### config.mk
export PLATFORM = sky130hd
export DESIGN_NAME = vsgqm_seq
export DESIGN_NICKNAME = d
export VERILOG_FILES = /design/src/rtl/core/vsgqm_pkg.sv /design/src/rtl/core/vsgqm_seq.sv
export SDC_FILE = /design/constraint.sdc
export NUM_CORES = 1
export LEC_CHECK = 0
export BUFFER_PORTS_ARGS = -buffer_cell sky130_fd_sc_hd__clkbuf_2
export CORE_MARGIN = 4
export CORE_UTILIZATION = 50
export CTS_CLUSTER_SIZE = 24
export DETAILED_ROUTE_END_ITERATION = 8
export PLACE_DENSITY = 0.71
export SLEW_MARGIN = 20
export SYNTH_ARGS = -nofsm -noshare
export SYNTH_HDL_FRONTEND = slang
export SYNTH_SLANG_ARGS = --single-unit
export TNS_END_PERCENT = 20
### constraint.sdc
create_clock -name i_clk -period 4.4 [get_ports i_clk]
set_input_delay 0.88 -clock i_clk [delete_from_list [all_inputs] [get_ports i_clk]]
set_output_delay 0.88 -clock i_clk [all_outputs]
set_load 0.01 [all_outputs]
### src/rtl/core/vsgqm_pkg.sv
// Package for the voxel slice greedy quad merger.
// Holds the command and result beat types; no dependencies.
package vsgqm_pkg;

    localparam int unsigned KIND_LOAD = 0;
    localparam int unsigned KIND_PULL = 1;

    typedef struct packed {
        logic       kind;
        logic [4:0] cell_x;
        logic [4:0] cell_z;
        logic [3:0] cur_type;
        logic       prev_present;
        logic [3:0] prev_type;
        logic       beyond_last;
    } t_cmd;

    typedef struct packed {
        logic       found;
        logic [4:0] quad_x;
        logic [4:0] quad_z;
        logic [5:0] quad_width;
        logic [5:0] quad_height;
        logic [3:0] face_type;
    } t_res;

endpackage

### src/rtl/core/vsgqm_seq.sv
// Load/scan/grow/clear sequencer around the face mask memory.
// Depends on vsgqm_pkg; drives the ports of vsgqm_mask_mem.
module vsgqm_seq #(
    parameter int SIDE      = 32,
    parameter int TYPE_BITS = 4,
    parameter int AW        = 10
) (
    input  logic                   i_clk,
    input  logic                   i_rst_n,
    input  logic                   start,
    output logic                   busy,
    input  vsgqm_pkg::t_cmd        i_cmd,
    input  logic [3:0]             i_skip_type,
    output logic                   o_mem_we,
    output logic [AW-1:0]          o_mem_waddr,
    output logic [TYPE_BITS:0]     o_mem_wdata,
    output logic                   o_mem_re,
    output logic [AW-1:0]          o_mem_raddr,
    input  logic [TYPE_BITS:0]     i_mem_rdata,
    output logic                   o_res_strobe,
    output vsgqm_pkg::t_res        o_res
);
    import vsgqm_pkg::*;

    localparam int XB = $clog2(SIDE);
    localparam int WB = $clog2(SIDE + 1);

    localparam logic [2:0] S_IDLE  = 3'd0;
    localparam logic [2:0] S_SCAN  = 3'd1;
    localparam logic [2:0] S_GROWX = 3'd2;
    localparam logic [2:0] S_GROWZ = 3'd3;
    localparam logic [2:0] S_CLEAR = 3'd4;

    logic [2:0]           r_state;
    logic [XB-1:0]        r_scan_x, r_scan_z;
    logic                 r_scan_end;
    logic [XB-1:0]        r_px, r_pz, r_ax, r_az, r_x, r_z;
    logic                 r_pe, r_pend;
    logic [TYPE_BITS-1:0] r_t;
    logic [WB-1:0]        r_w, r_h, r_k, r_j;
    logic                 r_res_stb;
    t_res                 r_res;

    logic [7:0]           cur8, prv8, skp8, t8;
    logic [TYPE_BITS-1:0] cur_t, prv_t, skp_t;
    logic                 ld_in_range, ld_filled, rd_vld, rd_match, accept;
    logic                 gx_ok, gz_ok, scan_last, pz_last;
    int                   gx_sum, gz_row;
    logic [AW-1:0]        ld_addr, scan_addr, gx_addr, gz_addr, cl_addr;

    assign accept = start && (r_state == S_IDLE);
    assign busy   = (r_state != S_IDLE);

    assign cur8  = 8'(i_cmd.cur_type);
    assign prv8  = 8'(i_cmd.prev_type);
    assign skp8  = 8'(i_skip_type);
    assign cur_t = cur8[TYPE_BITS-1:0];
    assign prv_t = prv8[TYPE_BITS-1:0];
    assign skp_t = skp8[TYPE_BITS-1:0];
    assign t8    = 8'(r_t);

    assign ld_in_range = (int'(i_cmd.cell_x) < SIDE) && (int'(i_cmd.cell_z) < SIDE);
    assign ld_filled   = !i_cmd.beyond_last && (cur_t != skp_t)
                         && !(i_cmd.prev_present && (prv_t == cur_t));

    assign rd_vld   = i_mem_rdata[TYPE_BITS];
    assign rd_match = rd_vld && (i_mem_rdata[TYPE_BITS-1:0] == r_t);

    assign gx_sum = int'(r_x) + int'(r_w);
    assign gz_row = int'(r_z) + int'(r_h);
    assign gx_ok  = gx_sum < SIDE;
    assign gz_ok  = gz_row < SIDE;

    assign pz_last   = (int'(r_pz) == SIDE - 1);
    assign scan_last = (int'(r_px) == SIDE - 1) && pz_last;

    assign ld_addr   = AW'(int'(i_cmd.cell_x) * SIDE + int'(i_cmd.cell_z));
    assign scan_addr = AW'(int'(r_px) * SIDE + int'(r_pz));
    assign gx_addr   = AW'(gx_sum * SIDE + int'(r_z));
    assign gz_addr   = AW'((int'(r_x) + int'(r_k)) * SIDE + gz_row);
    assign cl_addr   = AW'((int'(r_x) + int'(r_k)) * SIDE + int'(r_z) + int'(r_j));

    always_comb begin
        o_mem_we    = 1'b0;
        o_mem_waddr = ld_addr;
        o_mem_wdata = ld_filled ? {1'b1, cur_t} : '0;
        o_mem_re    = 1'b0;
        o_mem_raddr = scan_addr;
        case (r_state)
            S_IDLE: begin
                o_mem_we = accept && (i_cmd.kind == 1'(KIND_LOAD)) && ld_in_range;
            end
            S_SCAN: begin
                o_mem_re = !(r_pend && rd_vld) && !r_pe;
            end
            S_GROWX: begin
                o_mem_re    = !r_pend && gx_ok;
                o_mem_raddr = gx_addr;
            end
            S_GROWZ: begin
                o_mem_re    = !r_pend && gz_ok;
                o_mem_raddr = gz_addr;
            end
            S_CLEAR: begin
                o_mem_we    = 1'b1;
                o_mem_waddr = cl_addr;
                o_mem_wdata = '0;
            end
            default: begin
                o_mem_we = 1'b0;
            end
        endcase
    end

    always_ff @(posedge i_clk) begin
        r_res_stb <= 1'b0;
        case (r_state)
            S_IDLE: begin
                if (accept) begin
                    if (i_cmd.kind == 1'(KIND_LOAD)) begin
                        r_scan_x   <= '0;
                        r_scan_z   <= '0;
                        r_scan_end <= 1'b0;
                    end else begin
                        r_px    <= r_scan_x;
                        r_pz    <= r_scan_z;
                        r_pe    <= r_scan_end;
                        r_pend  <= 1'b0;
                        r_state <= S_SCAN;
                    end
                end
            end
            S_SCAN: begin
                if (r_pend && rd_vld) begin
                    r_x    <= r_ax;
                    r_z    <= r_az;
                    r_t    <= i_mem_rdata[TYPE_BITS-1:0];
                    r_w    <= WB'(1);
                    r_pend <= 1'b0;
                    r_state <= S_GROWX;
                    if ((int'(r_ax) == SIDE - 1) && (int'(r_az) == SIDE - 1)) begin
                        r_scan_end <= 1'b1;
                    end else if (int'(r_az) == SIDE - 1) begin
                        r_scan_x <= r_ax + XB'(1);
                        r_scan_z <= '0;
                    end else begin
                        r_scan_x <= r_ax;
                        r_scan_z <= r_az + XB'(1);
                    end
                end else if (r_pe) begin
                    r_scan_end <= 1'b1;
                    r_res_stb  <= 1'b1;
                    r_res      <= '0;
                    r_pend     <= 1'b0;
                    r_state    <= S_IDLE;
                end else begin
                    r_ax   <= r_px;
                    r_az   <= r_pz;
                    r_pend <= 1'b1;
                    r_pe   <= scan_last;
                    if (pz_last) begin
                        r_px <= r_px + XB'(1);
                        r_pz <= '0;
                    end else begin
                        r_pz <= r_pz + XB'(1);
                    end
                end
            end
            S_GROWX: begin
                if (!r_pend) begin
                    if (gx_ok) begin
                        r_pend <= 1'b1;
                    end else begin
                        r_h     <= WB'(1);
                        r_k     <= '0;
                        r_state <= S_GROWZ;
                    end
                end else begin
                    r_pend <= 1'b0;
                    if (rd_match) begin
                        r_w <= r_w + WB'(1);
                    end else begin
                        r_h     <= WB'(1);
                        r_k     <= '0;
                        r_state <= S_GROWZ;
                    end
                end
            end
            S_GROWZ: begin
                if (!r_pend) begin
                    if (gz_ok) begin
                        r_pend <= 1'b1;
                    end else begin
                        r_k     <= '0;
                        r_j     <= '0;
                        r_state <= S_CLEAR;
                    end
                end else begin
                    r_pend <= 1'b0;
                    if (!rd_match) begin
                        r_k     <= '0;
                        r_j     <= '0;
                        r_state <= S_CLEAR;
                    end else if (r_k + WB'(1) == r_w) begin
                        r_k <= '0;
                        r_h <= r_h + WB'(1);
                    end else begin
                        r_k <= r_k + WB'(1);
                    end
                end
            end
            S_CLEAR: begin
                if (r_j + WB'(1) == r_h) begin
                    r_j <= '0;
                    if (r_k + WB'(1) == r_w) begin
                        r_res_stb         <= 1'b1;
                        r_res.found       <= 1'b1;
                        r_res.quad_x      <= 5'(r_x);
                        r_res.quad_z      <= 5'(r_z);
                        r_res.quad_width  <= 6'(r_w);
                        r_res.quad_height <= 6'(r_h);
                        r_res.face_type   <= t8[3:0];
                        r_state           <= S_IDLE;
                    end else begin
                        r_k <= r_k + WB'(1);
                    end
                end else begin
                    r_j <= r_j + WB'(1);
                end
            end
            default: begin
                r_state <= S_IDLE;
            end
        endcase
        if (!i_rst_n) begin
            r_state    <= S_IDLE;
            r_scan_x   <= '0;
            r_scan_z   <= '0;
            r_scan_end <= 1'b0;
            r_pend     <= 1'b0;
            r_pe       <= 1'b0;
            r_res_stb  <= 1'b0;
        end
    end

    assign o_res_strobe = r_res_stb;
    assign o_res        = r_res;

endmodule

# After elaboration in Yosys (flattened, before gate mapping)
# Cells that the tools add are included.
[word_totals]
word_cells = 217
inputBits = 33
reg_bits = 102
out_inout_bits = 56
[classes]
add_sub_neg = 17
n_bitwise = 3
reduce_logical = 40
eq_ne = 36
order_cmp = 2
n_mux = 95
[op_table]
columns = ["cell", "count"]
rows = [
  ["6-bit 2-to-1 mux", 20],
  ["27-bit 2-to-1 mux", 4],
  ["5-bit 2-to-1 mux", 20],
  ["27-bit case mux with 2 select lines", 1],
  ["10-bit by 5-bit adder with 10-bit output", 4],
  ["5-bit case mux with 2 select lines", 4],
  ["3-bit 2-to-1 mux", 12],
  ["6-bit case mux with 2 select lines", 3],
  ["2-bit != test, second input constant", 17],
  ["6-bit by 1-bit adder with 6-bit output, second input constant", 4],
  ["1-bit 2-to-1 mux", 21],
  ["5-bit by 1-bit adder with 5-bit output, second input constant", 4],
  ["5-bit by 1-bit equality test with 1-bit output, second input constant", 4],
  ["10-bit case mux with 2 select lines", 1],
  ["5-bit AND reduction", 4],
  ["3-bit != test, second input constant", 6],
  ["6-bit case mux with 3 select lines", 1],
  ["6-bit AND reduction", 3],
  ["3-bit case mux with 5 select lines", 1],
  ["5-bit by 6-bit adder with 7-bit output", 2],
  ["7-bit by 6-bit less-than comparator with 1-bit output, second input constant", 2],
  ["6-bit equality test", 2],
  ["1-bit logical AND", 12],
  ["10-bit by 6-bit adder with 10-bit output", 1],
  ["other kinds (21)", 40],
]

# Logic depth before layout (Yosys ltp)
[logic_depth]
word_depth = 6
depth_mapped = 12
depth_no_buf = 12

# Least setup slack after synthesis
# Ideal clock, no wire load.
[synth_timing]
path_kind = "register to output"
start = "reg r_h[0]"
end = "out o_mem_raddr[7]"
path_slack_ps = 720
t_arrival_ps = 2800
n_path_buf = 0
stages_incl_launch_ff = 11
path_cell_list = "edfxtp_1 ha_1 fa_1 a21o_1 a21oi_1 nor2b_1 o21a_1 fa_1 xor2_1 a21oi_1 o21ai_0"
[synth_between]
elab_chain_cells = 3
[synth_lines]
columns = ["item", "line", "rtl"]
rows = [
  ["from (decl)", "vsgqm_seq.sv:40", "logic [WB-1:0] r_w, r_h, r_k, r_j;"],
  ["from (signal assigned)", "vsgqm_seq.sv:206", "r_h <= r_h + WB'(1);"],
  ["5-bit by 6-bit adder with 7-bit output", "vsgqm_seq.sv:70", "assign gz_row = int'(r_z) + int'(r_h);"],
  ["10-bit by 8-bit adder with 10-bit output", "vsgqm_seq.sv:80", "assign gz_addr = AW'((int'(r_x) + int'(r_k)) * SIDE + gz_row);"],
  ["10-bit case mux with 2 select lines", "vsgqm_seq.sv:89", "case (r_state)"],
  ["to (decl)", "vsgqm_seq.sv:18", "output logic [AW-1:0] o_mem_raddr,"],
]
# Every way passes these cells.

# Worst setup path after layout
[layout_timing]
start = "reg r_h[0]"
end = "out o_mem_raddr[9]"
# The elaborated chain is that of the path after synthesis.

==> flow_summary_export.csv <==
group,metric,value,unit
outcome,status,"complete, no violations",
route,antenna_left,0,
clocking,clk_latency,350,ps
global_route,grt_use_met2,33.3,%
place,dpl-instance-area,6580,um2
setup_path,path_class,"reg -> out",
yosys,synth_area,6000,um2
clocking,holdBufCountCts,0,
cells_and_area,area_growth_syn_to_layout,15.1,%
global_route,grtUsageMet3,3.56,%
setup_path,worstSetupStartpoint,"r_h[0]$_SDFFCE_PN1P_",
power_and_ir_drop,p_per_area,356,nW/um2
place,dp_hpwl,10400,um
route,post-route-drc-count,0,
clocking,clkTransAtPathRegs,60,ps
global_route,grtUsageTotal,20.0,%
yosys,synth_cells,574,
setup_path,reg2reg_depth,9,
yosys,synth_top_area_share,42.5,%
yosys,yosysSeqAreaShare,48.2,%
floorplan,initial_core_util,51.9,%
setup_path,startpoint_type,"flip-flop",
floorplan,core_area,11600,um2
setup_path,reg2reg_setup_slack,1340,ps
clocking,root_buffer,"clkbuf_16",
power_and_ir_drop,total_leakage_power,2.89,nW
sta,hold_slack,488,ps
global_route,busiest_layer,"met2",
yosys,synthTopCellsByArea,"edfxtp_1 (43%), ha_1 (7.1%), dfxtp_1 (5.7%)",
clocking,numClockSinks,102,
sta,post-route-period-util,96.3,%
clocking,clk_path_buf_depth,2,
yosys,yosys_warnings,0,
route,vias,4561,
sta,tns,0,ps
power_and_ir_drop,max-vdd-ir-drop,0.000154,V
yosys,ys_types,57,
setup_path,endpoint,"o_mem_raddr[9]",
clocking,cts_buffers,9,
clocking,cts_tree,"built",
setup_path,r2r_start,"r_w[0]$_SDFFCE_PN1P_",
cells_and_area,layout-drive-gt1-share,18.6,%
run,maxCapViolations,0,
route,viasPerCell,5.63,
place,dp_worst_setup_slack,362,ps
sta,slew_headroom,32.4,%
place,place_congestion,0.866,
floorplan,die_y,118,um
cells_and_area,mostFrequentLayoutCells,"clkbuf_2 (88), edfxtp_1 (85), nand2_1 (56), nor2_1 (47)",
sta,worst_slew_pin_slew,1010,ps
setup_path,crit_arrival,3360,ps
yosys,synth.largest_area_cell,"edfxtp_1",
yosys,synthFlopType,"edfxtp_1",
sta,hold_violations,0,
min_path,worstHoldPathType,"reg -> reg",
global_route,grt_pass1_wl,22500,um
cells_and_area,antenna_cells,0,
sta,period_minus_slack,4240,ps
yosys,syn_avg_cell_area,10.5,um2
setup_path,endpoint_kind,"output pin",
sta,finalClockSkew,12.3,ps
global_route,grt_max_degree,33,
yosys,synth_edf_count,85,
setup_path,cp_max_fo,5,
sta,setup_viol,0,
sta,setup_slack,161,ps
cells_and_area,final_common_cell,"clkbuf_2",
floorplan,die_area,13800,um2
route,drt_iter0_markers,279,
setup_path,worstPathRequired,3520,ps
cells_and_area,layout.nets,734,
floorplan,die_width,118,um
global_route,grt_pass1_vias,4411,
route,drtPass1Iterations,5,
floorplan,io_pins,89,
clocking,htreeDepth,3,
global_route,antenna_found_initial,0,
sta,drv_slew,0,
route,drt-total-wl,13700,um
yosys,syn-num-nets,646,
cells_and_area,nFillCells,976,
place,io_buffers,88,
sta,rsz0062_at_grt,"false",
floorplan,rows,39,
yosys,ys_seq_elements,102,
setup_path,reg2reg_to,"r_k[4]$_DFFE_PP_",
route,wl_per_cell,16.9,um
yosys,synth-async-reset-ratio,0,%
global_route,grtUsageMet1,26.3,%
sta,max_freq,236,MHz
cells_and_area,final_area,6910,um2
global_route,overflow,0,
## synthesized netlist by cell type, drive strengths merged, types with 3 or more instances
master / n
a21o: 9
a21oi: 36
and2: 5
and3: 35
buf: 6
clkbuf: 17
dfxtp: 17
edfxtp: 85
fa: 5
ha: 34
inv: 15
mux2i: 7
nand2: 56
nand2b: 4
nand3: 16
nand4: 6
nor2: 51
nor2b: 5
nor3: 15
nor4: 7
o211ai: 3
o21a: 3
o21ai: 33
o31ai: 5
or3: 6
xnor2: 31
xor2: 35
## kinds of logic (layout without fill, tap and decap cells)
family	Yosys count	after routing	synth area share [%]
DFF	102	102	48.2
adders and majority gates	39	39	8.75
muxes	7	7	1.17
AOI/OAI and AO/OA	103	103	10.4
and+or+nand+nor	217	217	18.7
xor gates and xnor gates	67	67	10.0
buffers and inverters	39	132	2.79
## registers in the layout, summed over array words and instances (netlist names), 6 cells and up
signal  cells
r_k         6
o_res      27
r_w         6
r_j         6
r_h         6
## area by class of cell
| cell class | count | area, um2 | area share [%] |
|---|---|---|---|
| Clock buffer | 15 | 268 | 3.87 |
| Clock inverter | 1 | 30.0 | 0.435 |
| Tap cell | 143 | 179 | 2.59 |
| Inverter | 16 | 60.1 | 0.869 |
| Multi-Input combinational cell | 433 | 2950 | 42.7 |
| Sequential cell | 102 | 2890 | 41.9 |
| Timing Repair Buffer | 100 | 531 | 7.68 |
## metal layers
| layer | part of all wire [%] | routed length, um |
|---|---|---|
| met5 | 0 | 0 |
| met3 | 5.4 | 741 |
| met4 | 1.6 | 213 |
| met2 | 48 | 6610 |
| met1 | 45 | 6130 |
## through the flow
stage | total power [mW] | util, % | instances
2_1_floorplan | 1.51 | - | 574
3_3_place_gp | 1.66 | 56.9 | 790
3_5_place_dp | 1.67 | 56.9 | 790
4_1_cts | 2.47 | 59.5 | 806
5_1_grt | 2.57 | 59.8 | 810
6_report | 2.46 | 59.8 | 810
## worst max-delay path, cell delays in order, from the launching register on
cell and delay, ps:
edfxtp_1 450, ha_1 270, fa_1 420, a21o_1 210, a21oi_2 230, nor2b_1 80
o21a_1 210, fa_1 490, a31o_2 220, a21oi_1 120, o22a_1 180, clkbuf_2 140
## power breakdown
group          total [mW]  internal [mW]  switching [mW]
registers            1.20           1.14          0.0680
logic               0.451          0.172           0.279
clock network       0.806          0.473           0.332
total                2.46           1.78           0.679
## repair_timing
| action | 4_1_cts | 5_1_grt |
|---|---|---|
| buffers inserted | 0 | 4 |
| setup endpoints to repair | 0 | 4 |
| resized for setup | 0 | 1 |
| hold endpoints to repair | 0 | 0 |
## worst min path at each step
stage                                        start                        to  slack, ps  cells past startpoint
after floorplan                  r_az[4]$_DFFE_PP_          r_z[4]$_DFFE_PP_        430                      0
after global placement    r_scan_z[4]$_SDFFE_PN0P_  r_scan_z[4]$_SDFFE_PN0P_        470                      2
after detailed placement         r_az[4]$_DFFE_PP_          r_z[4]$_DFFE_PP_        480                      0
after CTS                        r_az[4]$_DFFE_PP_          r_z[4]$_DFFE_PP_        500                      0
after global routing             r_az[4]$_DFFE_PP_          r_z[4]$_DFFE_PP_        500                      0
final                            r_az[4]$_DFFE_PP_          r_z[4]$_DFFE_PP_        490                      0
(Power assumes the default switching activity.)
